[src/rtl/core/nat_rewrite_table_macros.svh]
// Assertion macros used by the rewrite table back end.
`ifndef NAT_REWRITE_TABLE_MACROS_SVH
`define NAT_REWRITE_TABLE_MACROS_SVH

// Same-cycle implication, checked outside reset.
`define NRT_ASSERT_IMP(label, clk, rst_n, ante, cons) \
	label: assert property (@(posedge clk) disable iff (!(rst_n)) (ante) |-> (cons)) \
		else $error("nat_rewrite_table: implication check failed");

// Next-cycle implication, checked outside reset.
`define NRT_ASSERT_NEXT(label, clk, rst_n, ante, cons) \
	label: assert property (@(posedge clk) disable iff (!(rst_n)) (ante) |=> (cons)) \
		else $error("nat_rewrite_table: next-cycle check failed");

`endif

[src/rtl/core/nrt_pkg.sv]
// Types and constants shared by the rewrite table modules.
`default_nettype none

package nrt_pkg;

	// Default number of rules the table holds.
	localparam int unsigned TABLE_ENTRIES_DEF = 16;

	// Depth of the command queue between front and back.
	localparam int unsigned QUEUE_DEPTH = 2;

	// Reset values of the port registers.
	localparam logic [15:0] WEB_SVC_RST = 16'd80;
	localparam logic [15:0] FILE_SVC_RST = 16'd21;
	localparam logic [15:0] WEB_PRX_RST = 16'd800;
	localparam logic [15:0] FILE_PRX_RST = 16'd210;

	typedef enum logic [1:0] {
		OP_ADD    = 2'd0,
		OP_REMOVE = 2'd1,
		OP_CLEAR  = 2'd2,
		OP_LOOKUP = 2'd3
	} op_t;

	typedef enum logic [1:0] {
		CFG_WEB_SVC  = 2'd0,
		CFG_FILE_SVC = 2'd1,
		CFG_WEB_PRX  = 2'd2,
		CFG_FILE_PRX = 2'd3
	} cfg_idx_t;

	typedef enum logic [2:0] {
		STAT_DONE      = 3'd0,
		STAT_FULL      = 3'd1,
		STAT_UNTOUCHED = 3'd2,
		STAT_IP        = 3'd3,
		STAT_IP_PORT   = 3'd4
	} status_t;

	// One rewrite rule.
	typedef struct packed {
		logic [31:0] cli_addr;
		logic [31:0] srv_addr;
		logic [15:0] cli_port;
		logic [15:0] srv_port;
		logic [15:0] proxy_port;
	} rule_t;

	// Classified command handed from front to back.
	typedef struct packed {
		op_t         op;
		rule_t       rule;
		logic [15:0] src_port;
		logic [31:0] dst_ip;
		logic [15:0] dst_port;
		logic        svc_en;
		logic        prx_en;
	} cmd_t;

	// Queue status seen by both sides.
	typedef struct packed {
		logic full;
		logic empty;
	} q_stat_t;

	// One result item.
	typedef struct packed {
		status_t     status;
		logic [31:0] ip;
		logic [15:0] port;
	} res_t;

endpackage

`default_nettype wire

[src/rtl/core/nrt_front.sv]
// Front end: port registers, input transfer and lookup classification.
`default_nettype none

module nrt_front import nrt_pkg::*; (
	input  wire logic        clk,
	input  wire logic        arst_n,
	input  wire logic        cfg_we,
	input  wire logic [1:0]  cfg_index,
	input  wire logic [15:0] cfg_data,
	input  wire logic        in_valid,
	output logic             in_stall,
	input  wire logic [1:0]  opcode,
	input  wire logic [31:0] rule_client_ip,
	input  wire logic [31:0] rule_server_ip,
	input  wire logic [15:0] rule_client_port,
	input  wire logic [15:0] rule_server_port,
	input  wire logic [15:0] rule_proxy_port,
	input  wire logic [15:0] pkt_src_port,
	input  wire logic [31:0] pkt_dst_ip,
	input  wire logic [15:0] pkt_dst_port,
	input  wire q_stat_t     q_stat,
	output logic             push,
	output cmd_t             push_data
);

	logic [15:0] web_svc_q;
	logic [15:0] file_svc_q;
	logic [15:0] web_prx_q;
	logic [15:0] file_prx_q;

	// Port registers.
	always_ff @(posedge clk or negedge arst_n) begin
		if (!arst_n) begin
			web_svc_q  <= WEB_SVC_RST;
			file_svc_q <= FILE_SVC_RST;
			web_prx_q  <= WEB_PRX_RST;
			file_prx_q <= FILE_PRX_RST;
		end else if (cfg_we) begin
			case (cfg_idx_t'(cfg_index))
				CFG_WEB_SVC:  web_svc_q  <= cfg_data;
				CFG_FILE_SVC: file_svc_q <= cfg_data;
				CFG_WEB_PRX:  web_prx_q  <= cfg_data;
				CFG_FILE_PRX: file_prx_q <= cfg_data;
				default: ;
			endcase
		end
	end

	// An item is taken whenever the queue has room.
	assign in_stall = q_stat.full;
	assign push     = in_valid && !q_stat.full;

	// Build the command and classify which lookups apply.
	always_comb begin
		push_data.op              = op_t'(opcode);
		push_data.rule.cli_addr   = rule_client_ip;
		push_data.rule.srv_addr   = rule_server_ip;
		push_data.rule.cli_port   = rule_client_port;
		push_data.rule.srv_port   = rule_server_port;
		push_data.rule.proxy_port = rule_proxy_port;
		push_data.src_port        = pkt_src_port;
		push_data.dst_ip          = pkt_dst_ip;
		push_data.dst_port        = pkt_dst_port;
		push_data.svc_en = (pkt_dst_port == web_svc_q) || (pkt_dst_port == file_svc_q);
		push_data.prx_en = (pkt_src_port == web_prx_q) || (pkt_src_port == file_prx_q);
	end

endmodule

`default_nettype wire

[config.mk]
export PLATFORM = sky130hd
export DESIGN_NAME = nrt_front
export DESIGN_NICKNAME = d
export VERILOG_FILES = /design/src/rtl/core/nat_rewrite_table_macros.svh /design/src/rtl/core/nrt_pkg.sv /design/src/rtl/core/nrt_front.sv
export SDC_FILE = /design/constraint.sdc
export NUM_CORES = 1
export LEC_CHECK = 0
export BUFFER_PORTS_ARGS = -buffer_cell sky130_fd_sc_hd__buf_2
export CAP_MARGIN = 25
export CORE_AREA = 2 2 149 151
export CTS_BUF_LIST = sky130_fd_sc_hd__clkbuf_8
export CTS_CLUSTER_DIAMETER = 100
export CTS_CLUSTER_SIZE = 14
export DETAILED_ROUTE_END_ITERATION = 7
export DIE_AREA = 0 0 151 153
export GPL_TIMING_DRIVEN = 0
export PLACE_DENSITY = 0.52
export SETUP_SLACK_MARGIN = 0.2
export SYNTH_ARGS = -nofsm -noshare
export SYNTH_HDL_FRONTEND = slang
export SYNTH_SLANG_ARGS = --single-unit
export TNS_END_PERCENT = 20
[constraint.sdc]
create_clock -name clk -period 1.04 [get_ports clk]
set_clock_uncertainty 0.05 [all_clocks]
set_input_delay 0.052 -clock clk [delete_from_list [all_inputs] [get_ports clk]]
set_output_delay 0.052 -clock clk [all_outputs]
set_load 0.01 [all_outputs]
Word-level counts from Yosys, hierarchy flattened
Index checks and enable logic that the tools add are counted.
{ "totals": {"wordCells": 20, "out_inout_bits": 182, "reg_bits": 64, "inputBits": 202} }
{ "op_classes": {"eq_ne": 7, "n_reduce_logical": 9} }
{ "op_table": {"columns": ["operator", "count"], "rows": [
  ["== test 16 bit", 4],
  ["AND reduction 2 bit", 4],
  ["== test 2 bit, second input constant", 2],
  ["== test 2 x 1 -> 1 bit, second input constant", 1],
  ["logical NOT 2 bit", 1],
  ["logical OR 1 bit", 2],
  ["logical AND 1 bit", 1],
  ["logical NOT 1 bit", 1]
]} }

Depth between registers and ports, before layout
Gate-level depths: netlist (run 1).
{ "logic_depth": {"depth_word": 2, "ltp_mapped": 4, "mapped_depth_nobuf": 4} }

Worst setup path before layout (run 1)
Ideal clock, no wire load.
{ "synth_path": {"path_type": "register -> output", "start": "register web_prx_q[8]", "end": "output push_data[0] (netlist name)", "n_path_buf": 0, "arrival_ps": 1046, "stages_incl_launch_ff": 5, "path_slack_ps": -108, "required_ps": 938, "cell_sequence": "dfstp_2 -> xor2_1 -> nor4_1 -> nand4_1 -> nand2_1"} }
{ "synth_lines": {"columns": ["item", "line_no", "source"], "rows": [
  ["start, declared", "nrt_front.sv:28", "logic [15:0] web_prx_q;"],
  ["start signal, assigned", "nrt_front.sv:42", "CFG_WEB_PRX: web_prx_q <= cfg_data;"],
  ["end, declared", "nrt_front.sv:23", "output cmd_t push_data"]
]} }

==> results of run 1 <==
[per-stage QoR]
stage	setup slack, ns	setup TNS (ns)	instance area, um2	total power, mW	std cells
after floorplan	-0.08939	-0.2867	4496	4.935	402
after global placement	-0.4405	-35.99	6027	5.784	918
after detailed placement	-0.4006	-12.21	6030	5.820	918
after CTS	-0.6978	-1.379	6509	7.894	952
after global routing	-0.7850	-1.551	6580	8.320	952
final	-0.6829	-1.333	6580	7.848	952
[power groups by stage]
stage / sequential [mW] / clock, mW / combinational (mW)
3_3_place_gp: 3.38 / 0 / 2.41
3_5_place_dp: 3.39 / 0 / 2.43
5_1_grt: 3.41 / 2.03 / 2.88
6_report: 3.35 / 1.86 / 2.64
2_1_floorplan: 3.31 / 0 / 1.62
4_1_cts: 3.35 / 1.92 / 2.62
[cell type report]
class / count / share of cell area
buffer: 183 / 0.2103
clock buffer: 9 / 0.01882
clock inverter: 7 / 0.007416
multi-input combinational: 155 / 0.2470
sequential: 64 / 0.2457
tap: 280 / 0.05324
timing repair buffer: 254 / 0.2175
[registers in the layout (all words and copies together) (netlist names)]
register	count
file_prx_q	16
web_svc_q	16
file_svc_q	16
web_prx_q	16
[synthesized netlist by cell type]
library cell | n | share of area
dfstp_2 | 12 | 0.071
buf_6 | 1 | 0.0025
dfrtp_1 | 52 | 0.29
nand3_2 | 1 | 0.0022
nor3b_4 | 1 | 0.0042
buf_4 | 180 | 0.30
nor2b_1 | 1 | 0.0014
nand4_1 | 4 | 0.0056
buf_2 | 1 | 0.0011
nand3b_2 | 2 | 0.0050
nor4_1 | 16 | 0.022
mux2_2 | 64 | 0.16
clkbuf_8 | 1 | 0.0031
xor2_1 | 64 | 0.13
nand2_1 | 2 | 0.0017
[kinds of logic after synthesis]
logic type / Yosys count / synth area share
flops: 64 / 0.3617
simple gates: 27 / 0.04255
xor+xnor: 64 / 0.1254
buf+inv: 183 / 0.3091
mux: 64 / 0.1613
[worst max path at each step]
stage	end	slack [ns]	cells past startpoint
2_1_floorplan	push_data[0]	-0.09	4
3_3_place_gp	file_svc_q[6]$_DFFE_PN0P_	-0.44	1
3_5_place_dp	web_svc_q[8]$_DFFE_PN0P_	-0.40	4
4_1_cts	push_data[1]	-0.70	5
5_1_grt	push_data[0]	-0.78	5
6_report	push_data[1]	-0.68	5
[metal layers]
layer / vias to the layer above / wire, um
met1: 1648 / 7732
met3: 10 / 1123
met2: 177 / 7190
li1: 1678 / -
met4: 0 / 129
met5: - / 0
[repair_timing]
item	in CTS	in global routing
cloned	1	0
setup endpoints to repair	44	25
endpoints found under the hold margin	116	52
setup buffers	1	0
gates resized for setup	29	19
pin swaps	5	2
==> results.py, run 1 <==
metrics = {
    "yosys": {
        "ys_seq_area_frac": 0.3617,
        "synthCells": 402,
        "syn_avg_cell_area_um2": 11.12,
        "ys_types": 15,
        "syn_area_um2": 4469,
        "ys_ff_latch": 64,
        "synth_warnings": 0,
        "syn-num-nets": 604,
    },
    "clock_network": {
        "holdBufCountCts": 16,
        "clock-sinks": 64,
        "cts_root_buffer": "clkbuf_8",
        "htreeDepth": 3,
        "insertion_delay_ns": 0.34,
        "cts_tree": "yes",
        "cts.clk_slew.worst_paths_ns": 0.07,
        "cts-root-to-sink-buffers": 2,
        "numCtsBuffers": 9,
    },
    "final_layout": {
        "multi_input_area_um2": 1625,
        "drive_gt1_frac": 0.7857,
        "final_common_cell": "buf_2",
        "area_growth_pct": 47.23,
        "fin_nets": 869,
        "final_util": 0.3063,
        "n_fill_cell": 2242,
        "antenna_cells": 0,
        "final_cell_mix": "buf_2 (225), buf_4 (182), xor2_1 (64)",
        "seq_area_um2": 1617,
    },
    "drt": {
        "wl_per_cell_um": 16.99,
        "vias": 3513,
        "drt_iter0_drc": 111,
        "routed_via_density": 3.690,
        "wirelength_um": 16180,
        "drc": 0,
        "ant_nets": 0,
        "dr.pass1.iters": 4,
    },
    "floorplan": {
        "rows": 54,
        "core_um2": 21490,
        "design.die.area_um2": 23100,
        "initial_core_util": 0.2080,
        "io_pins": 384,
        "die_w_um": 151,
        "die-height_um": 153,
    },
    "worst_setup_path": {
        "cp.buffers_inverters": 1,
        "cp-startpoint": "web_svc_q[2]$_DFFE_PN0P_",
        "cp_max_fo": 2,
        "critical_path.top_delay_family": "simple AND/OR/NAND/NOR gates",
        "worstSetupStartpointType": "register",
        "r2r_end": "web_svc_q[10]$_DFFE_PN0P_",
        "crit_arrival_ns": 1.62,
        "slowest_delay_ns": 0.40,
        "critPathCaptureType": "output pin",
        "r2r_setup_slack_ns": 0.19,
        "r2r_start": "web_svc_q[10]$_DFFE_PN0P_",
        "worstRegToRegCells": 1,
        "path_cells": "xor2_1 -> nor4_2 -> nand4_1 -> nand2_1 -> buf_2",
        "path_class": "reg2out",
        "cp.required_ns": 0.94,
        "critPathSlowestCell": "dfrtp_1",
    },
    "grt": {
        "use_met2": 0.2030,
        "antenna_found_initial": 0,
        "track_usage": 0.1335,
        "grt_max_degree": 65,
        "grt_pass1_wl_um": 22310,
        "overflow": 0,
        "grt_pass1_vias": 3512,
        "met3_usage": 0.02388,
        "gr-max-usage-layer": "met2",
        "grtUsageMet1": 0.1963,
    },
    "pwr": {
        "p_comb_frac": 0.336,
        "p_sw_frac": 0.3084,
        "clockPowerShare": 0.236,
        "power_per_cell_area_nw_per_um2": 1193,
        "leakage_nw": 3.427,
        "irDropWorstVdd_uv": 666.7,
        "internal_power_mw": 5.427,
        "p_seq_frac": 0.427,
        "p_sw_mw": 2.421,
    },
    "sta": {
        "setup_viol": 2,
        "rsz0062_at_grt": "yes",
        "tightest_slew_ns": 0.8297,
        "max_freq_ghz": 0.5804,
        "slew_violations": 0,
        "worst_slack_ns": -0.6829,
        "holdWs_ns": -0.2460,
        "period_share": 1.657,
        "maxSlewHeadroom": 0.4469,
        "period_minus_slack_ns": 1.723,
        "hold_violations": 52,
    },
    "outcome": {
        "outcome": "complete, but fails checks",
        "violations": "negative hold slack, negative setup slack",
    },
    "run": {
        "max-cap-violations": 0,
    },
    "placement": {
        "gp_congestion": 0.7642,
        "dp_hpwl_um": 13850,
        "portBuffers": 236,
    },
    "min_path": {
        "worstHoldPathType": "in2async",
    },
}
Power figures use the tool's default switching activity.
==> run 2, diff against run 1 <==
- REMOVE_ABC_BUFFERS: default -> 1
==> run 2 against run 1 <==
Effect of this change:
- the flow still finishes with violations (negative hold slack, negative setup slack)
- setup slack worse by 0.079 ns
- count of clock-buffer cells in the layout stayed put
- sequential share of layout area is 11 points higher
- hold slack worse by 0.0096 ns
- utilization is 9.6 points lower
- non-clock buffer count is 329 lower
- maximum frequency is 4.4% lower
- critical path depth stayed put
- clock power is 39% higher
- cell count is 35% lower
- flip-flop and latch count stayed put
- largest cell class is now multi-input gates
- largest power group unchanged
==> results.py, run 2 (same netlist as run 1, synthesis figures left out) <==
metrics = {
    "clock_network": {
        "numCtsBuffers": 9,
        "cts_root_buffer": "clkbuf_8",
        "cts_tree": "yes",
        "cts.clk_slew.worst_paths_ns": 0.07,
        "holdBufCountCts": 16,
        "insertion_delay_ns": 0.35,
        "cts-root-to-sink-buffers": 2,
        "htreeDepth": 3,
        "clock-sinks": 64,
    },
    "grt": {
        "grt_pass1_wl_um": 36870,
        "grt_max_degree": 65,
        "grt_pass1_vias": 2643,
        "antenna_found_initial": 0,
        "track_usage": 0.2696,
        "overflow": 0,
    },
    "worst_setup_path": {
        "cp_max_fo": 2,
        "cp.required_ns": 0.94,
        "slowest_delay_ns": 0.41,
        "worstSetupStartpointType": "register",
        "worstRegToRegCells": 1,
        "critPathCaptureType": "output pin",
        "crit_arrival_ns": 1.70,
        "path_cells": "xor2_2 -> nor4_4 -> nand4_1 -> nand2_1 -> buf_2",
        "path_class": "reg2out",
        "critPathSlowestCell": "dfrtp_1",
    },
    "final_layout": {
        "final_cell_mix": "buf_2 (86), xor2_1 (60), mux2_2 (55)",
        "antenna_cells": 0,
        "final_util": 0.2105,
        "stdcell_count": 623,
        "seq_area_um2": 1617,
        "finish.instance_area_um2": 4522,
        "final_common_cell": "buf_2",
        "n_fill_cell": 2371,
        "fin_nets": 540,
        "drive_gt1_frac": 0.5889,
        "multi_input_area_um2": 1669,
        "area_growth_pct": 1.176,
    },
    "drt": {
        "drt_iter0_drc": 143,
        "drc": 0,
        "wl_per_cell_um": 50.61,
        "wirelength_um": 31530,
        "dr.pass1.iters": 4,
        "ant_nets": 0,
        "vias": 2652,
        "routed_via_density": 4.257,
    },
    "sta": {
        "hold_violations": 52,
        "setup_viol": 2,
        "rsz0062_at_grt": "yes",
        "period_minus_slack_ns": 1.802,
        "max_freq_ghz": 0.5550,
        "maxSlewHeadroom": 0.4413,
        "holdWs_ns": -0.2556,
        "slew_violations": 0,
        "worst_slack_ns": -0.7620,
        "tightest_slew_ns": 0.8381,
        "period_share": 1.733,
        "finalSetupTns_ns": -1.488,
    },
    "pwr": {
        "power_per_cell_area_nw_per_um2": 1690,
        "irDropWorstVdd_uv": 497.6,
        "finalPower_mw": 7.643,
        "leakage_nw": 1.977,
    },
    "floorplan": {
        "die-height_um": 153,
        "io_pins": 384,
        "initial_core_util": 0.2080,
        "rows": 54,
        "die_w_um": 151,
        "design.die.area_um2": 23100,
        "core_um2": 21490,
    },
    "outcome": {
        "outcome": "complete, but fails checks",
        "violations": "negative hold slack, negative setup slack",
    },
    "placement": {
        "dp_hpwl_um": 28710,
        "gp_congestion": 0.8401,
        "dp.cells": 589,
        "portBuffers": 90,
        "postPlaceCellArea_um2": 3891,
    },
    "min_path": {
        "worstHoldPathType": "in2async",
    },
    "run": {
        "max-cap-violations": 0,
    },
}
run 2: changes by cell type in the layout (fill, tap and decap cells not counted), moves of 3 or more:
cell	before	now
mux2_4	18	9
nor4_2	11	5
clkinvlp_4	4	1
mux2_2	46	55
nor4_4	0	5
buf_4	182	1
xor2_1	64	60
buf_2	225	86
buf_6	13	4
xor2_2	0	4
bufinv_16	0	3
run 2: power by group:
| part | switching [mW] | internal, mW | total [mW] |
|---|---|---|---|
| logic | 0.810 | 0.897 | 1.71 |
| registers | 0.328 | 3.03 | 3.36 |
| clock network | 1.00 | 1.57 | 2.58 |
| total | 2.14 | 5.50 | 7.64 |
run 2: worst paths after layout:
kind                                            from                        end  slack, ns
hold reg to reg            web_prx_q[15]$_DFFE_PN0P_  web_prx_q[15]$_DFFE_PN0P_       0.48
hold / removal                                arst_n   web_prx_q[1]$_DFFE_PN0P_      -0.26
setup reg to reg           web_svc_q[12]$_DFFE_PN0P_  web_svc_q[12]$_DFFE_PN0P_       0.19
max in group asynchronous                     arst_n  file_svc_q[6]$_DFFE_PN0P_       0.64
min in group clk                  rule_proxy_port[7]              push_data[73]       0.05
setup / recovery           web_prx_q[13]$_DFFE_PN0P_               push_data[0]      -0.76
run 2: repair_timing:
item,CTS,global route
resized for setup,20,18
buffers inserted,2,0
pin swaps,10,10
endpoints found under the hold margin,116,52
endpoints found under the setup margin,66,23
run 2: layout make-up:
| class | instances | area share |
|---|---|---|
| sequential | 64 | 0.3575 |
| clock inverter | 7 | 0.02463 |
| clock buffer | 9 | 0.02739 |
| multi-input combinational | 155 | 0.3691 |
| timing repair buffer | 108 | 0.1439 |
| tap | 280 | 0.07748 |
run 2: worst max-delay path, delay by kind of cell, from the launching register on:
kind / cells / cell delay, ns
DFF: 1 / 0.41
and+or+nand+nor: 3 / 0.63
xor gates and xnor gates: 1 / 0.17
buffers and inverters: 1 / 0.13
run 2: layer usage:
metal  routed length [um]  up-vias  global-route usage
met3                 7859       55              0.3179
met1                 6055     1187              0.1500
met2                15560      382              0.4742
li1                     -     1022                   -
met4                 1892        6              0.1104
met5                  165        -             0.05000
run 2: stage by stage:
stage / hold WS [ns] / worst slack, ns
finish: -0.2556 / -0.7620
global route: -0.2006 / -0.8405
CTS: -0.2271 / -0.7682
detailed placement: 0.05411 / -0.7489
global placement: 0.05411 / -0.7848
floorplan: -0.2936 / -0.1084
==> run 3, diff against run 2 <==
- CTS_BUF_LIST: sky130_fd_sc_hd__clkbuf_8 -> sky130_fd_sc_hd__clkbuf_2
==> run 3 against run 2 <==
Effect of this change:
- the flow finishes with violations (negative setup slack)
- flip-flop and latch count unchanged
- critical path depth unchanged
- non-clock buffer count increased by 1
- largest cell class unchanged
- sequential power about the same
- critical endpoint unchanged
- clock power decreased by 23%
- cell count increased by 0.16%
- utilization increased by 0.093 points
- cell area increased by 0.44%
- critical path type unchanged
==> results.py, run 3 (same netlist as run 1, synthesis figures left out) <==
metrics = {
    "grt": {
        "grtUsageMet1": 0.1490,
        "use_met2": 0.4732,
        "grt_pass1_wl_um": 36870,
        "grt_max_degree": 65,
        "antenna_found_initial": 0,
        "met3_usage": 0.3194,
        "grt_pass1_vias": 2621,
        "gr-max-usage-layer": "met2",
        "overflow": 0,
        "track_usage": 0.2693,
    },
    "worst_setup_path": {
        "path_class": "reg2out",
        "worstSetupStartpointType": "register",
        "r2r_setup_slack_ns": 0.19,
        "crit_arrival_ns": 1.88,
        "cp.required_ns": 0.94,
        "critPathCaptureType": "output pin",
        "cp_max_fo": 2,
    },
    "drt": {
        "drc": 0,
        "dr.pass1.iters": 4,
        "ant_nets": 0,
        "wl_per_cell_um": 50.91,
        "vias": 2658,
        "routed_via_density": 4.260,
        "wirelength_um": 31770,
        "drt_iter0_drc": 132,
    },
    "floorplan": {
        "rows": 54,
        "die_w_um": 151,
        "io_pins": 384,
        "initial_core_util": 0.2080,
        "design.die.area_um2": 23100,
        "core_um2": 21490,
        "die-height_um": 153,
    },
    "sta": {
        "worst_slack_ns": -0.9383,
        "maxSlewHeadroom": 0.5908,
        "rsz0062_at_grt": "yes",
        "hold_violations": 0,
        "max_freq_ghz": 0.5055,
        "slew_violations": 0,
        "finalSetupTns_ns": -1.869,
        "period_share": 1.902,
        "setup_viol": 2,
        "period_minus_slack_ns": 1.978,
        "tightest_slew_ns": 0.6138,
        "holdWs_ns": 0.01715,
    },
    "clock_network": {
        "cts-root-to-sink-buffers": 2,
        "clock-sinks": 64,
        "insertion_delay_ns": 0.49,
        "cts_root_buffer": "clkbuf_2",
        "htreeDepth": 3,
        "cts_tree": "yes",
        "cts.clk_slew.worst_paths_ns": 0.19,
        "numCtsBuffers": 9,
    },
    "pwr": {
        "p_sw_mw": 2.115,
        "irDropWorstVdd_uv": 525.8,
        "leakage_nw": 2.071,
        "finalPower_mw": 7.190,
        "internal_power_mw": 5.075,
        "p_comb_frac": 0.257,
        "p_sw_frac": 0.2942,
        "clockPowerShare": 0.275,
        "p_seq_frac": 0.468,
        "power_per_cell_area_nw_per_um2": 1583,
    },
    "final_layout": {
        "antenna_cells": 0,
        "area_growth_pct": 1.624,
        "final_common_cell": "buf_2",
        "final_cell_mix": "buf_2 (88), xor2_1 (61), dfrtp_1 (52)",
        "drive_gt1_frac": 0.5901,
        "fin_nets": 541,
    },
    "min_path": {
        "worstHoldPathType": "in2async",
    },
    "placement": {
        "dp_hpwl_um": 28710,
        "gp_congestion": 0.8401,
        "portBuffers": 90,
    },
    "outcome": {
        "outcome": "complete, but fails checks",
        "violations": "negative setup slack",
    },
    "run": {
        "max-cap-violations": 0,
    },
}
## run 3: cell types whose count changed in the layout (fill, tap and decap cells not counted), sizes merged
| cell | previous run | this run |
|---|---|---|
| buf | 91 | 92 |
| dlygate4sd3 | 16 | 17 |
| inv | 1 | 0 |
## run 3: what timing repair did
action / in CTS / in global routing
setup endpoints to repair: 26 / 61
hold buffers: 17 / 0
buffers inserted: 2 / 0
hold endpoints to repair: 128 / 0
resized for setup: 24 / 37
pin swaps: 10 / 6
## run 3: cell type report
class	count	area [um2]
clock inverter	6	107.6
multi-input combinational	155	1769
timing repair buffer	109	648.1
sequential	64	1617
fill	2365	16940
tap	280	350.3
clock buffer	10	50.05
## run 3: per-stage QoR
step             util  setup slack, ns  cell area, um2  std cells
6_report       0.2114          -0.9383            4542        624
3_5_place_dp   0.1811          -0.7489            3891        589
5_1_grt        0.2114           -1.104            4542        624
3_3_place_gp   0.1810          -0.7848            3889        589
2_1_floorplan       -          -0.1084            3088        219
4_1_cts        0.2038           -1.010            4379        624
## run 3: power groups by stage
| stage | Combinational, mW | Sequential [mW] | Clock [mW] |
|---|---|---|---|
| after floorplan | 0.872 | 3.31 | 0 |
| after global placement | 1.38 | 3.36 | 0 |
| after detailed placement | 1.42 | 3.39 | 0 |
| after CTS | 1.68 | 3.34 | 2.05 |
| after global routing | 2.00 | 3.43 | 2.15 |
| final | 1.85 | 3.36 | 1.98 |
## run 3: worst paths after layout
kind / to / cells after the start / start
hold / removal: web_prx_q[2]$_DFFE_PN0P_ / 2 / arst_n
hold reg to reg: web_prx_q[15]$_DFFE_PN0P_ / 1 / web_prx_q[15]$_DFFE_PN0P_
min in group clk: push_data[73] / 0 / rule_proxy_port[7]
max in group asynchronous: file_svc_q[7]$_DFFE_PN0P_ / 2 / arst_n
setup reg to reg: web_svc_q[12]$_DFFE_PN0P_ / 1 / web_svc_q[12]$_DFFE_PN0P_
setup / recovery: push_data[0] / 5 / file_prx_q[8]$_DFFE_PN0P_
## run 3: critical path, cell delays in order, from the launching register on
cell	delay, ns
dfrtp_1	0.43
xor2_1	0.17
nor4_4	0.41
nand4_1	0.13
nand2_1	0.10
buf_2	0.13
## run 3: routing by layer
| metal | up-vias | routed length (um) |
|---|---|---|
| met5 | - | 188 |
| met4 | 6 | 1559 |
| met3 | 54 | 7981 |
| met2 | 379 | 15950 |
| met1 | 1202 | 6093 |
| li1 | 1017 | - |
