$ cat src/rtl/core/nat_rewrite_table_macros.svh
// Assertion macros used by the rewrite table back end.
`ifndef NAT_REWRITE_TABLE_MACROS_SVH
`define NAT_REWRITE_TABLE_MACROS_SVH

// Same-cycle implication, checked outside reset.
`define NRT_ASSERT_IMP(label, clk, rst_n, ante, cons) \
	label: assert property (@(posedge clk) disable iff (!(rst_n)) (ante) |-> (cons)) \
		else $error("nat_rewrite_table: implication check failed");

// Next-cycle implication, checked outside reset.
`define NRT_ASSERT_NEXT(label, clk, rst_n, ante, cons) \
	label: assert property (@(posedge clk) disable iff (!(rst_n)) (ante) |=> (cons)) \
		else $error("nat_rewrite_table: next-cycle check failed");

`endif

$ cat src/rtl/core/nrt_pkg.sv
// Types and constants shared by the rewrite table modules.
`default_nettype none

package nrt_pkg;

	// Default number of rules the table holds.
	localparam int unsigned TABLE_ENTRIES_DEF = 16;

	// Depth of the command queue between front and back.
	localparam int unsigned QUEUE_DEPTH = 2;

	// Reset values of the port registers.
	localparam logic [15:0] WEB_SVC_RST = 16'd80;
	localparam logic [15:0] FILE_SVC_RST = 16'd21;
	localparam logic [15:0] WEB_PRX_RST = 16'd800;
	localparam logic [15:0] FILE_PRX_RST = 16'd210;

	typedef enum logic [1:0] {
		OP_ADD    = 2'd0,
		OP_REMOVE = 2'd1,
		OP_CLEAR  = 2'd2,
		OP_LOOKUP = 2'd3
	} op_t;

	typedef enum logic [1:0] {
		CFG_WEB_SVC  = 2'd0,
		CFG_FILE_SVC = 2'd1,
		CFG_WEB_PRX  = 2'd2,
		CFG_FILE_PRX = 2'd3
	} cfg_idx_t;

	typedef enum logic [2:0] {
		STAT_DONE      = 3'd0,
		STAT_FULL      = 3'd1,
		STAT_UNTOUCHED = 3'd2,
		STAT_IP        = 3'd3,
		STAT_IP_PORT   = 3'd4
	} status_t;

	// One rewrite rule.
	typedef struct packed {
		logic [31:0] cli_addr;
		logic [31:0] srv_addr;
		logic [15:0] cli_port;
		logic [15:0] srv_port;
		logic [15:0] proxy_port;
	} rule_t;

	// Classified command handed from front to back.
	typedef struct packed {
		op_t         op;
		rule_t       rule;
		logic [15:0] src_port;
		logic [31:0] dst_ip;
		logic [15:0] dst_port;
		logic        svc_en;
		logic        prx_en;
	} cmd_t;

	// Queue status seen by both sides.
	typedef struct packed {
		logic full;
		logic empty;
	} q_stat_t;

	// One result item.
	typedef struct packed {
		status_t     status;
		logic [31:0] ip;
		logic [15:0] port;
	} res_t;

endpackage

`default_nettype wire

$ cat src/rtl/core/nrt_queue.sv
// Short command queue between the front and the back.
`default_nettype none

module nrt_queue import nrt_pkg::*; (
	input  wire logic    clk,
	input  wire logic    arst_n,
	input  wire logic    push,
	input  wire cmd_t    push_data,
	input  wire logic    pop,
	output cmd_t         head,
	output q_stat_t      q_stat
);

	localparam int unsigned PTR_W = (QUEUE_DEPTH > 1) ? $clog2(QUEUE_DEPTH) : 1;
	localparam int unsigned CNT_W = $clog2(QUEUE_DEPTH + 1);
	localparam logic [PTR_W-1:0] PTR_LAST = PTR_W'(QUEUE_DEPTH - 1);

	cmd_t             slot_q [QUEUE_DEPTH];
	logic [PTR_W-1:0] wr_ptr_q;
	logic [PTR_W-1:0] rd_ptr_q;
	logic [CNT_W-1:0] fill_q;

	// Status and head of the queue.
	assign q_stat.full  = (fill_q == CNT_W'(QUEUE_DEPTH));
	assign q_stat.empty = (fill_q == '0);
	assign head         = slot_q[rd_ptr_q];

	// Pointers and fill level.
	always_ff @(posedge clk or negedge arst_n) begin
		if (!arst_n) begin
			wr_ptr_q <= '0;
			rd_ptr_q <= '0;
			fill_q   <= '0;
		end else begin
			if (push) begin
				wr_ptr_q <= (wr_ptr_q == PTR_LAST) ? '0 : wr_ptr_q + 1'b1;
			end
			if (pop) begin
				rd_ptr_q <= (rd_ptr_q == PTR_LAST) ? '0 : rd_ptr_q + 1'b1;
			end
			if (push && !pop) begin
				fill_q <= fill_q + 1'b1;
			end else if (pop && !push) begin
				fill_q <= fill_q - 1'b1;
			end
		end
	end

	// Slot storage.
	always_ff @(posedge clk) begin
		if (push) begin
			slot_q[wr_ptr_q] <= push_data;
		end
	end

endmodule

`default_nettype wire

$ cat config.mk
export PLATFORM = sky130hd
export DESIGN_NAME = nrt_queue
export DESIGN_NICKNAME = d
export VERILOG_FILES = /design/src/rtl/core/nat_rewrite_table_macros.svh /design/src/rtl/core/nrt_pkg.sv /design/src/rtl/core/nrt_queue.sv
export SDC_FILE = /design/constraint.sdc
export NUM_CORES = 1
export LEC_CHECK = 0
export BUFFER_PORTS_ARGS = -buffer_cell sky130_fd_sc_hd__buf_2
export CAP_MARGIN = 5
export CORE_AREA = 2 2 216 218
export CTS_CLUSTER_SIZE = 28
export DETAILED_ROUTE_END_ITERATION = 7
export DIE_AREA = 0 0 218 220
export SETUP_SLACK_MARGIN = 0.3
export SLEW_MARGIN = 15
export SYNTH_ARGS = -nofsm -noshare
export SYNTH_HDL_FRONTEND = slang
export SYNTH_SLANG_ARGS = --single-unit
export TNS_END_PERCENT = 50
$ cat constraint.sdc
create_clock -name clk -period 9.7 [get_ports clk]
set_input_delay 0.485 -clock clk [delete_from_list [all_inputs] [get_ports clk]]
set_output_delay 0.485 -clock clk [all_outputs]
set_load 0.03 [all_outputs]
Word level (Yosys, flattened, before mapping)
Memory sizes are Yosys's and may differ from the RTL's.
Index checks and enable logic that the tools add are counted.
{"block": "word_totals", "register_bits": 4, "mem_bits_rw": 360, "input_bits": 184, "wordCells": 21, "mem_count": 1}
{"block": "op_classes", "addsub": 4, "eq_ne": 1, "mux": 6, "reduce_logical": 6}
{"memory": "slot_q", "depth": 2, "width": 180, "read_ports": 1, "rd_ports_with_merged_regs": 0, "wr": 1, "line_no": "nrt_queue.sv:18", "rtl": "cmd_t slot_q [QUEUE_DEPTH];"}
{"op": "1-bit two-way mux", "n": 4}
{"op": "2-bit two-way mux", "n": 2}
{"op": "1-bit adder (second input constant)", "n": 2}
{"op": "2-bit by 1-bit adder with 2-bit output (second input constant)", "n": 1}
{"op": "2-bit equality test (second input constant)", "n": 1}
{"op": "1-bit logical AND", "n": 2}
{"op": "1-bit logical NOT", "n": 2}
{"op": "2-bit logical NOT", "n": 1}
{"op": "2-bit nonzero test", "n": 1}
{"op": "2-bit by 1-bit subtractor with 2-bit output (second input constant)", "n": 1}

Logic depth before layout (Yosys ltp)
Gate-level depths: netlist of the first run.
{"block": "depth", "depth_word": 4, "mapped_depth": 5, "depth_no_buf": 5}

Worst setup path before layout of the first run
Ideal clock, no wire load.
{"block": "synth_path", "kind": "register -> register", "from": "register wr_ptr_q", "to": "memory slot_q[0][0] in the netlist's numbering, enable pin", "setup_ps": 744, "t_arrival_ps": 8342, "t_required_ps": 8956, "path_slack_ps": 613, "path_stages_with_launch": 2, "path_buffers": 0, "path_cell_list": "dfrtp_1 nor2b_1"}
{"item": "start, declared", "line_no": "nrt_queue.sv:19", "rtl": "logic [PTR_W-1:0] wr_ptr_q;"}
{"item": "start signal, assigned", "line_no": "nrt_queue.sv:36", "rtl": "wr_ptr_q <= (wr_ptr_q == PTR_LAST) ? '0 : wr_ptr_q + 1'b1;"}
{"item": "end, declared", "line_no": "nrt_queue.sv:18"}
Straight into the memory's write port.

==> results of run 1 <==
-- layer usage --
layer | global-route usage, % | share of wire [%] | routed length (microns)
met1 | 13.3 | 40 | 11200
met2 | 17.9 | 47 | 13100
met3 | 4.57 | 10 | 2820
met4 | 4.78 | 2.8 | 796
met5 | 0 | 0.13 | 35
-- flip-flops by register name, indices dropped and copies added, names as in the netlist --
| signal | cells |
|---|---|
| fill_q | 2 |
| slot_q | 360 |
| rd_ptr_q | 1 |
| wr_ptr_q | 1 |
-- logic make-up (layout without fill, tap and decap cells) --
kind of cell | count (synthesis) | count (layout) | synth area share (%)
xor gates and xnor gates | 5 | 5 | 0.324
DFF | 364 | 364 | 80.6
buffers and inverters | 21 | 442 | 1.28
adders and majority gates | 1 | 1 | 0.0925
and+or+nand+nor | 5 | 5 | 0.194
muxes | 180 | 180 | 17.5
-- worst reg2reg max path: stages, from the launching register on --
cell,delay [ps]
dfrtp_1,420
nor2b_4,110
buf_4,490
buf_4,810
-- Yosys cell counts, drive strengths merged --
| cell type | instances | area, sq um |
|---|---|---|
| dfrtp | 4 | 100 |
| inv | 1 | 3.75 |
| nor2b | 2 | 12.5 |
| nor2 | 2 | 7.51 |
| xor2 | 4 | 35.0 |
| buf | 20 | 169 |
| and2 | 1 | 6.26 |
| edfxtp | 360 | 10800 |
| mux2 | 180 | 2360 |
| xnor2 | 1 | 8.76 |
| ha | 1 | 12.5 |
-- power by group through the flow --
stage                     combinational [mW]  clock (mW)  sequential, mW
after floorplan                         1.52           0            2.25
after global placement                  1.99           0            2.20
after detailed placement                1.99           0            2.21
after CTS                               2.00        1.49            2.18
after global routing                    2.08        1.55            2.20
final                                   1.96        1.43            2.18
-- worst max-delay path by stage --
stage / depth (start not counted) / end / from / slack [ps]
after global routing: 4 / head[13] / rd_ptr_q / 5640
after detailed placement: 4 / head[13] / rd_ptr_q / 6330
final: 4 / head[13] / rd_ptr_q / 5830
after CTS: 4 / head[13] / rd_ptr_q / 5740
after floorplan: 1 / slot_q[0][0] / wr_ptr_q / 610
after global placement: 4 / head[159] / rd_ptr_q / 6370
-- area by class of cell --
| cell class | count | area, sq um |
|---|---|---|
| Tap cell | 607 | 759 |
| Clock buffer | 48 | 1050 |
| Clock inverter | 19 | 180 |
| Fill cell | 4305 | 28600 |
| Sequential cell | 364 | 10900 |
| Multi-Input combinational cell | 191 | 2460 |
| Inverter | 1 | 3.75 |
| Timing Repair Buffer | 374 | 1900 |
==> results.md, run 1 <==
* PwrDens at 322 nW/um^2
* Placed instance area at 16,000 sq um
* Crit path largest cell delay at 840 ps
* DR pass1 iterations at 4
* Int Pwr at 3.65 mW
* R2r endpoint: slot_q[0][1]
* Final instance area at approximately 17,000 sq um
* Peak supply drop at 0.187 mV
* Vias in the first global route at 6,809
* Sw Ratio at 34.4%
* Status: finished, final reports clean
* Overflow left after global routing at 0
* Mapped Area at 13,500 sq um
* H-tree depth at 2
* Clock Path Buffers at 3
* Final TNS setup at 0 ps
* Syn nets at 761
* GRT Overall Usage at between 10% and 20%
* WHS Path Cells at 1
* Post-synthesis cell type count at 13
* DIE AREA at 48,000 sq um
* Fin nets at 1,158
* Final count of hold timing violations at 0
* RSZ-0062 raised after global routing: false
* Chip Width at roughly 220 microns
* Share of cells above drive strength 1 at 61.1%
* YS warnings at 0
* Routability congestion estimate at 0.753
* Initial antenna violation count at 3
* Max FO, Critical Path at 57
* Total power at about 5.6 mW
* Clk sinks at 364
* Min Hold Slack at 135 ps
* CTS tree: done
* Hold Path Class: in -> reg
* Max Cap Violations at 0
* Most frequent CP cell: buf_4
* Fmax at 0.259 GHz
* WL per Instance at 17.4 microns
* Post-DRT Antenna Nets at 0
* Die height at between 200 and 250 microns
* Critical Path Slowest Stage Cell: buf_4
* Worst setup EP type: output pin
* # Post-CTS Setup Buffers at 0
* Critical R2R Launch: wr_ptr_q
* Skew-Pair Late Insertion Delay at 530 ps
* DP HPWL at around 19,000 microns
* Post-cts resize count at 0
* I/O pin cnt at about 370
* Initial DRC count at 273
* Number of vias per cell at between 4 and 5
* Reg2Reg Setup Slack at ~7300 ps
* Startpoint Class: flop
* Commonest non-fill, non-tap cell in the layout: buf_2
* Detailed Route WL at 28,000 microns
* Post-cts hold buffer count at 1
* DP Cell Count at 1,536
* Max Transition Viols Final at 0
* Most frequent cells in the layout: buf_2, edfxtp_1, mux2_2, mux2_4, clkbuf_16
* Non-Filler Instances at between 1,500 and 2,000
* First-pass GRT wire length at approximately 40,000 microns
* DRC at 0
* P_sw at 1.91 mW
* Largest net degree at the start of global routing at 74
* Hold-critical path endpoint: slot_q[0][163]
* Clock slew at reported path FFs at 50 ps
* Starting Density at 29.5%
* Static Leak at between 6 and 7 nW
* Worst path bufs/invs at 3
* FF+latch count, synth at approximately 360
* Antenna diodes at 0
* Sequential Power Share at 39.1%
* Post-Syn Instances at 576
* Inserted Clock Buffers at 41
* Cell family with most CP delay: buffers and inverters
* Clock power frac at 25.7%
* Via Count at 6,686
* Critical path type: reg -> out
* Syn avg cell area at approximately 23 sq um
* Final worst setup slack at 5830 ps
* Reg2Reg Depth at 3
* Worst-Margin Slew at 1060 ps
* Area grow syn2layout at 27.6%
* WP data arrival at 3380 ps
* Min-delay src: push_data[163]
* CP required at 9220 ps
* Final setup fails at 0
* Util after Layout at 37.6%
* Clk Tree Root Cell: clkbuf_16
* Port Buf Inserts at 365
* Register area share after synthesis at 80.6%
* Logic gate share of total power at 35.2%
* Pre-CTS WS at 6330 ps
* Worst rel slew slack at 29.1%
* Worst Skew at 11.9 ps
* Period utilisation layout at 39.9%
* Core area at 45,900 sq um
* Rows at just under 80
* Crit-path cells: buf_4 > buf_4 > mux2_2 > buf_2
* Final Critical Period at 3870 ps
No activity file was read; power rests on OpenSTA's default activity.
==> inputs of run 2 (changes only) <==
ABC_AREA = 1   (was default)
clock period = 3.31 ns   (was 9.7 ns; I/O delays follow)
==> run 2 against run 1 <==
Effect of this change:
- final cell count is 12% higher
- die area unchanged
- synthesized area grew 0.15%
- critical path depth fell by 1
- hold slack better by 200 ps
- sequential share of layout area down 6.5 points
- largest cell class unchanged
- sequential power rose to 2.9 times the previous value
- wire length grew 3.8%
- clock power grew to 2.9 times the previous value
- first-iteration DRC count rose by 27%
- combinational power rose to 3.0 times the previous value
- clock skew increased by 2.2 ps
==> results.md, run 2 <==
* Status: finished, final reports clean (unchanged)
* Largest registers: slot_q (360), fill_q (2) (unchanged)
* YS warnings at 0 (unchanged)
* First-pass GRT wire length at 42,600 microns (was 40,400 microns)
* GRT Overall Usage at 11.6% (was 11.2%)
* Area grow syn2layout at 42.1% (was 27.6%)
* Biggest register: slot_q (unchanged)
* WL per Instance at 16.1 microns (was 17.4 microns)
* Post-synthesis async set-or-reset flop share at 1.10% (unchanged)
* Overflow left after global routing at 0 (unchanged)
* Share of cells above drive strength 1 at 51.2% (was 61.1%)
* Main synth FF type: edfxtp_1 (unchanged)
* Final setup fails at 0 (unchanged)
* Skew-Pair Late Insertion Delay at 540 ps (was 530 ps)
* Util after Layout at 42.0% (was 37.6%)
* Max Transition Viols Final at 0 (unchanged)
* DRC at 0 (unchanged)
* Initial DRC count at 346 (was 273)
* Critical Path Slowest Stage Cell: dfrtp_4 (was buf_4)
* RSZ-0062 raised after global routing: false (unchanged)
* Post-Syn Instances at 585 (was 576)
* Rows at 79 (unchanged)
* Static Leak at 7.48 nW (was 6.65 nW)
* FF+latch count, synth at 364 (unchanged)
* Sw Ratio at 34.3% (was 34.4%)
* Clk Tree Root Cell: clkbuf_16 (unchanged)
* Hold Path Class: in -> reg (unchanged)
* Crit path largest cell delay at 860 ps (was 840 ps)
* Synth cell count leaders: edfxtp_1, mux2_2, mux2_4 (unchanged)
* Peak supply drop at 0.488 mV (was 0.187 mV)
* Routability congestion estimate at 0.733 (was 0.753)
* Largest net degree at the start of global routing at 80 (was 74)
* Cell taking the most area after synthesis: edfxtp_1 (unchanged)
* Port Buf Inserts at 365 (unchanged)
* Clock slew at reported path FFs at 60 ps (was 50 ps)
* Worst rel slew slack at 46.8% (was 29.1%)
* # Post-CTS Setup Buffers at 0 (unchanged)
* Period utilisation layout at 78.1%
* Int Pwr at 10.9 mW (was 3.65 mW)
* Post-synthesis cell type count at 14 (was 13)
* Syn avg cell area at 23.2 sq um (was 23.5 sq um)
* Syn nets at 770 (was 761)
* Vias in the first global route at 7,812 (was 6,809)
* Initial antenna violation count at 2 (was 3)
* DIE AREA at 48,000 sq um (unchanged)
* I/O pin cnt at 366 (unchanged)
* EDFF count, synth at 360 (unchanged)
* Count leader, synth: edfxtp_1 (unchanged)
* Via Count at 7,441 (was 6,686)
* Clock Path Buffers at 3 (unchanged)
* CP required at 3140 ps (was 9220 ps)
* H-tree depth at 2 (unchanged)
* Starting Density at 29.5% (about the same)
* DP HPWL at 18,400 microns (was 18,700 microns)
* P_sw at 5.68 mW (was 1.91 mW)
* Post-DRT Antenna Nets at 0 (unchanged)
* PwrDens at 861 nW/um^2 (was 322 nW/um^2)
* CTS tree: done (unchanged)
* Total power at 16.6 mW (was 5.57 mW)
* Die height at 220 microns (unchanged)
* Commonest non-fill, non-tap cell in the layout: buf_2 (unchanged)
* Sequential Power Share at 38.8% (was 39.1%)
* Max FFs per register at 360 (unchanged)
* Startpoint Class: flop (unchanged)
* Fmax at 0.387 GHz
* Clk sinks at 364 (unchanged)
* Inserted Clock Buffers at 40 (was 41)
* Final count of hold timing violations at 0 (unchanged)
* Yosys top cell area share at 79.8% (was 79.9%)
* Logic gate share of total power at 36.0% (was 35.2%)
* Number of vias per cell at 4.13 (was 4.17)
* Most frequent cells in the layout: buf_2, edfxtp_1, dlygate4sd3_1 (was buf_2, edfxtp_1, mux2_2, mux2_4, clkbuf_16)
* Chip Width at 218 microns (unchanged)
* Worst setup EP type: output pin (unchanged)
* Critical path type: reg -> out (unchanged)
* Worst Skew at 14.1 ps (was 11.9 ps)
* Clock power frac at 25.3% (was 25.7%)
* Mapped Area at 13,600 sq um (was 13,500 sq um)
* Detailed Route WL at 29,000 microns (was 28,000 microns)
* Max FO, Critical Path at 48 (was 57)
* Fin nets at 1,352 (was 1,158)
* Register area share after synthesis at 80.5% (was 80.6%)
* Final Critical Period at 2590 ps
* DR pass1 iterations at 4 (unchanged)
* Min Hold Slack at 339 ps (was 135 ps)
* Max Cap Violations at 0 (unchanged)
* Worst-Margin Slew at 796 ps (was 1060 ps)
* Core area at 45,900 sq um (unchanged)
* WP data arrival at 2420 ps (was 3380 ps)
* Crit-path cells: buf_12 > mux2_2 > buf_2 (was buf_4 > buf_4 > mux2_2 > buf_2)
* Synth top area cells: edfxtp_1, mux2_4, mux2_2, buf_6, dfrtp_1 (unchanged)
* Antenna diodes at 0 (unchanged)
-- run 2: stage by stage --
step / TNS, ps / area (sq um) / instances / setup WS, ps
after floorplan: -82400 / 13600 / 585 / -253
after global placement: 0 / 16200 / 1548 / 1270
after detailed placement: 0 / 16200 / 1548 / 1270
after CTS: 0 / 19200 / 1800 / 655
after global routing: 0 / 19200 / 1800 / 594
final: 0 / 19200 / 1800 / 724
-- run 2: cell type report --
class | count | area, sq um
clock buffer | 50 | 1060
sequential | 364 | 10900
inverter | 7 | 30.0
clock inverter | 18 | 168
fill | 4143 | 26600
timing repair buffer | 560 | 3860
multi-input combinational | 194 | 2450
tap | 607 | 759
-- run 2: cell families (layout without fill, tap and decap cells) --
group / after synthesis / count (layout) / synth area share [%]
xor gates and xnor gates: 3 / 3 / 0.194
and+or+nand+nor: 10 / 10 / 0.305
buffers and inverters: 27 / 635 / 1.44
muxes: 180 / 180 / 17.5
adders and majority gates: 1 / 1 / 0.0923
DFF: 364 / 364 / 80.5
-- run 2: per-layer routing --
metal | wire length [microns] | GRT usage [%]
met1 | 11800 | 13.8
met2 | 14200 | 19.2
met3 | 2320 | 4.22
met4 | 729 | 4.10
met5 | 27 | 0
-- run 2: repair_timing --
action                                 CTS  global route
endpoints found under the hold margin  367             0
hold buffers                           184             0
resized for setup                        0             0
-- run 2: path summary, 6_finish.rpt --
| check | startpoint | slack (ps) | end | depth (start not counted) |
|---|---|---|---|---|
| setup / recovery | rd_ptr_q | 720 | head[175] | 3 |
| hold / removal | push_data[161] | 340 | slot_q[0][161] | 2 |
| setup reg to reg | wr_ptr_q | 1380 | slot_q[1][144] | 3 |
| hold reg to reg | fill_q[1] | 520 | fill_q[1] | 2 |
| max in group asynchronous | arst_n | 2570 | rd_ptr_q | 3 |
| min in group asynchronous | arst_n | 540 | fill_q[0] | 3 |
-- run 2: power groups by stage --
stage | registers [mW] | clock network [mW] | logic (mW)
6_report | 6.43 | 4.19 | 5.96
5_1_grt | 6.51 | 4.53 | 6.31
4_1_cts | 6.44 | 4.35 | 6.07
3_5_place_dp | 6.53 | 0 | 5.87
3_3_place_gp | 6.49 | 0 | 5.86
2_1_floorplan | 6.43 | 0 | 4.46
-- run 2: critical path: cells and delay by family, from the launching register on --
kind,cells,cell delay (ps)
buffers and inverters,2,530
DFF,1,860
muxes,1,410
==> inputs of run 3 (changes only) <==
clock period = 2.25 ns   (was 3.31 ns; I/O delays follow)
==> run 3 against run 2 <==
Effect of this change:
- first-iteration DRC count grew 11%
- cell area increased by 4.4%
- register-to-register slack got worse by 670 ps
- sequential power up 45%
- clock skew shrank 2.0 ps
- setup slack got worse by 510 ps
- clock power grew 41%
- count of clock-buffer cells in the layout increased by 6
- final cell count grew 1.9%
- critical path depth up 1
- critical path type unchanged
- largest cell class unchanged
- largest power group is now combinational cells
==> results.md, run 3 (same netlist as run 2, synthesis figures left out) <==
* Status: finished, final reports clean (unchanged)
* Final Critical Period at between 2000 and 2500 ps
* Skew-Pair Late Insertion Delay at 540 ps (about the same)
* Largest registers: slot_q (360), fill_q (2) (unchanged)
* Peak supply drop at 0.739 mV (was 0.488 mV)
* Post-DRT Antenna Nets at 0 (unchanged)
* First-pass GRT wire length at 43,900 microns (was 42,600 microns)
* Port Buf Inserts at 365 (unchanged)
* Clock Path Buffers at 3 (unchanged)
* WL per Instance at 17.2 microns (was 16.1 microns)
* GRT Overall Usage at 12.0% (was 11.6%)
* Routability congestion estimate at 0.724 (was 0.733)
* Detailed Route WL at 31,600 microns (was 29,000 microns)
* Initial DRC count at 384 (was 346)
* Sw Ratio at 33.9% (was 34.3%)
* Initial antenna violation count at 4 (was 2)
* Max Cap Violations at 0 (unchanged)
* Worst setup EP type: output pin (unchanged)
* Critical path type: reg -> out (unchanged)
* Commonest non-fill, non-tap cell in the layout: edfxtp_1 (was buf_2)
* Vias in the first global route at 7,959 (was 7,812)
* Worst rel slew slack at 58.3% (was 46.8%)
* DIE AREA at 48,000 sq um (unchanged)
* Inserted Clock Buffers at 40 (unchanged)
* P_sw at 8.82 mW (was 5.68 mW)
* Fin nets at 1,383 (was 1,352)
* PwrDens at 1290 nW/um^2 (was 861 nW/um^2)
* Rows at 79 (unchanged)
* WP data arrival at 1920 ps (was 2420 ps)
* Max Transition Viols Final at 0 (unchanged)
* Worst-Margin Slew at 626 ps (was 796 ps)
* Clock power frac at 22.8% (was 25.3%)
* Final count of hold timing violations at 0 (unchanged)
* DP HPWL at 19,000 microns (was 18,400 microns)
* DRC at 0 (unchanged)
* RSZ-0062 raised after global routing: true (was false)
* Starting Density at 29.5% (unchanged)
* DR pass1 iterations at 4 (unchanged)
* Clock slew at reported path FFs at 60 ps (about the same)
* Fmax at 0.491 GHz
* Util after Layout at 43.8% (was 42.0%)
* Share of cells above drive strength 1 at 52.2% (was 51.2%)
* Final setup fails at 0 (unchanged)
* Core area at 45,900 sq um (unchanged)
* Max FFs per register at 360 (unchanged)
* Period utilisation layout at 90.5%
* I/O pin cnt at 366 (unchanged)
* Via Count at 7,638 (was 7,441)
* Max FO, Critical Path at 6 (was 48)
* H-tree depth at 2 (unchanged)
* Area grow syn2layout at 48.3% (was 42.1%)
* Clk sinks at 364 (unchanged)
* Clk Tree Root Cell: clkbuf_16 (unchanged)
* Die height at 220 microns (unchanged)
* Overflow left after global routing at 0 (unchanged)
* Static Leak at 7.86 nW (was 7.48 nW)
* Logic gate share of total power at 41.4% (was 36.0%)
* Largest net degree at the start of global routing at 92 (was 80)
* Startpoint Class: flop (unchanged)
* Chip Width at 218 microns (unchanged)
* Biggest register: slot_q (unchanged)
* Int Pwr at 17.2 mW (was 10.9 mW)
* Most frequent cells in the layout: edfxtp_1, buf_2, dlygate4sd3_1 (was buf_2, edfxtp_1, dlygate4sd3_1)
* CTS tree: done (unchanged)
* Worst Skew at 12.1 ps (was 14.1 ps)
* Sequential Power Share at 35.9% (was 38.8%)
* Total power at 26.0 mW (was 16.6 mW)
* Hold Path Class: in -> reg (unchanged)
* Number of vias per cell at 4.16 (was 4.13)
* CP required at 2140 ps (was 3140 ps)
## run 3: routing by layer
layer	share of wire, %	vias to the layer above	GRT usage (%)
li1	-	3557	-
met1	41	3755	14.2
met2	49	268	20.2
met3	7.5	54	4.24
met4	2.4	4	4.04
met5	0.086	-	0
## run 3: worst paths after layout
| kind | startpoint | endpoint | depth (start not counted) | slack (ps) |
|---|---|---|---|---|
| max | rd_ptr_q | head[143] | 4 | 210 |
| min | push_data[13] | slot_q[1][13] | 2 | 300 |
| max reg2reg | wr_ptr_q | slot_q[1][109] | 4 | 710 |
| min reg2reg | fill_q[1] | fill_q[1] | 2 | 550 |
| max in group asynchronous | arst_n | rd_ptr_q | 3 | 1520 |
| min in group asynchronous | arst_n | fill_q[0] | 3 | 510 |
## run 3: power by group through the flow
stage | clock network, mW | logic, mW | registers [mW]
final | 5.92 | 10.8 | 9.34
after detailed placement | 0 | 9.06 | 9.50
after CTS | 6.13 | 9.72 | 9.32
after global placement | 0 | 9.03 | 9.44
after floorplan | 0 | 6.56 | 9.47
after global routing | 6.40 | 11.3 | 9.44
## run 3: layout make-up
cell class,instances,area (sq um)
antenna,2,5.00
inverter,7,30.0
clock buffer,56,1080
clock inverter,13,91.3
multi-input combinational,194,2480
sequential,364,10900
fill,4021,25800
timing repair buffer,591,4740
tap,607,759
## run 3: metrics by stage
step                area, sq um  hold slack, ps  setup WS (ps)  setup TNS, ps  std cells
floorplan                 13600            -183          -1310        -464000        585
global placement          16300           -65.3            564              0       1561
detailed placement        16300           -66.1            542              0       1561
CTS                       19500             248            135              0       1820
global route              20100             266            119              0       1834
finish                    20100             300            213              0       1834
## run 3: what timing repair did
item / in CTS / in global routing
endpoints found under the hold margin: 367 / 0
endpoints found under the setup margin: 170 / 175
gates resized for setup: 19 / 180
setup buffers: 5 / 1
hold buffers: 184 / 0
cloned: 1 / 11
## run 3: worst max-delay path: stages, from the launching register on
cell and delay, ps:
dfrtp_4 550, clkbuf_16 200, clkbuf_16 170, mux2_4 300, buf_4 170
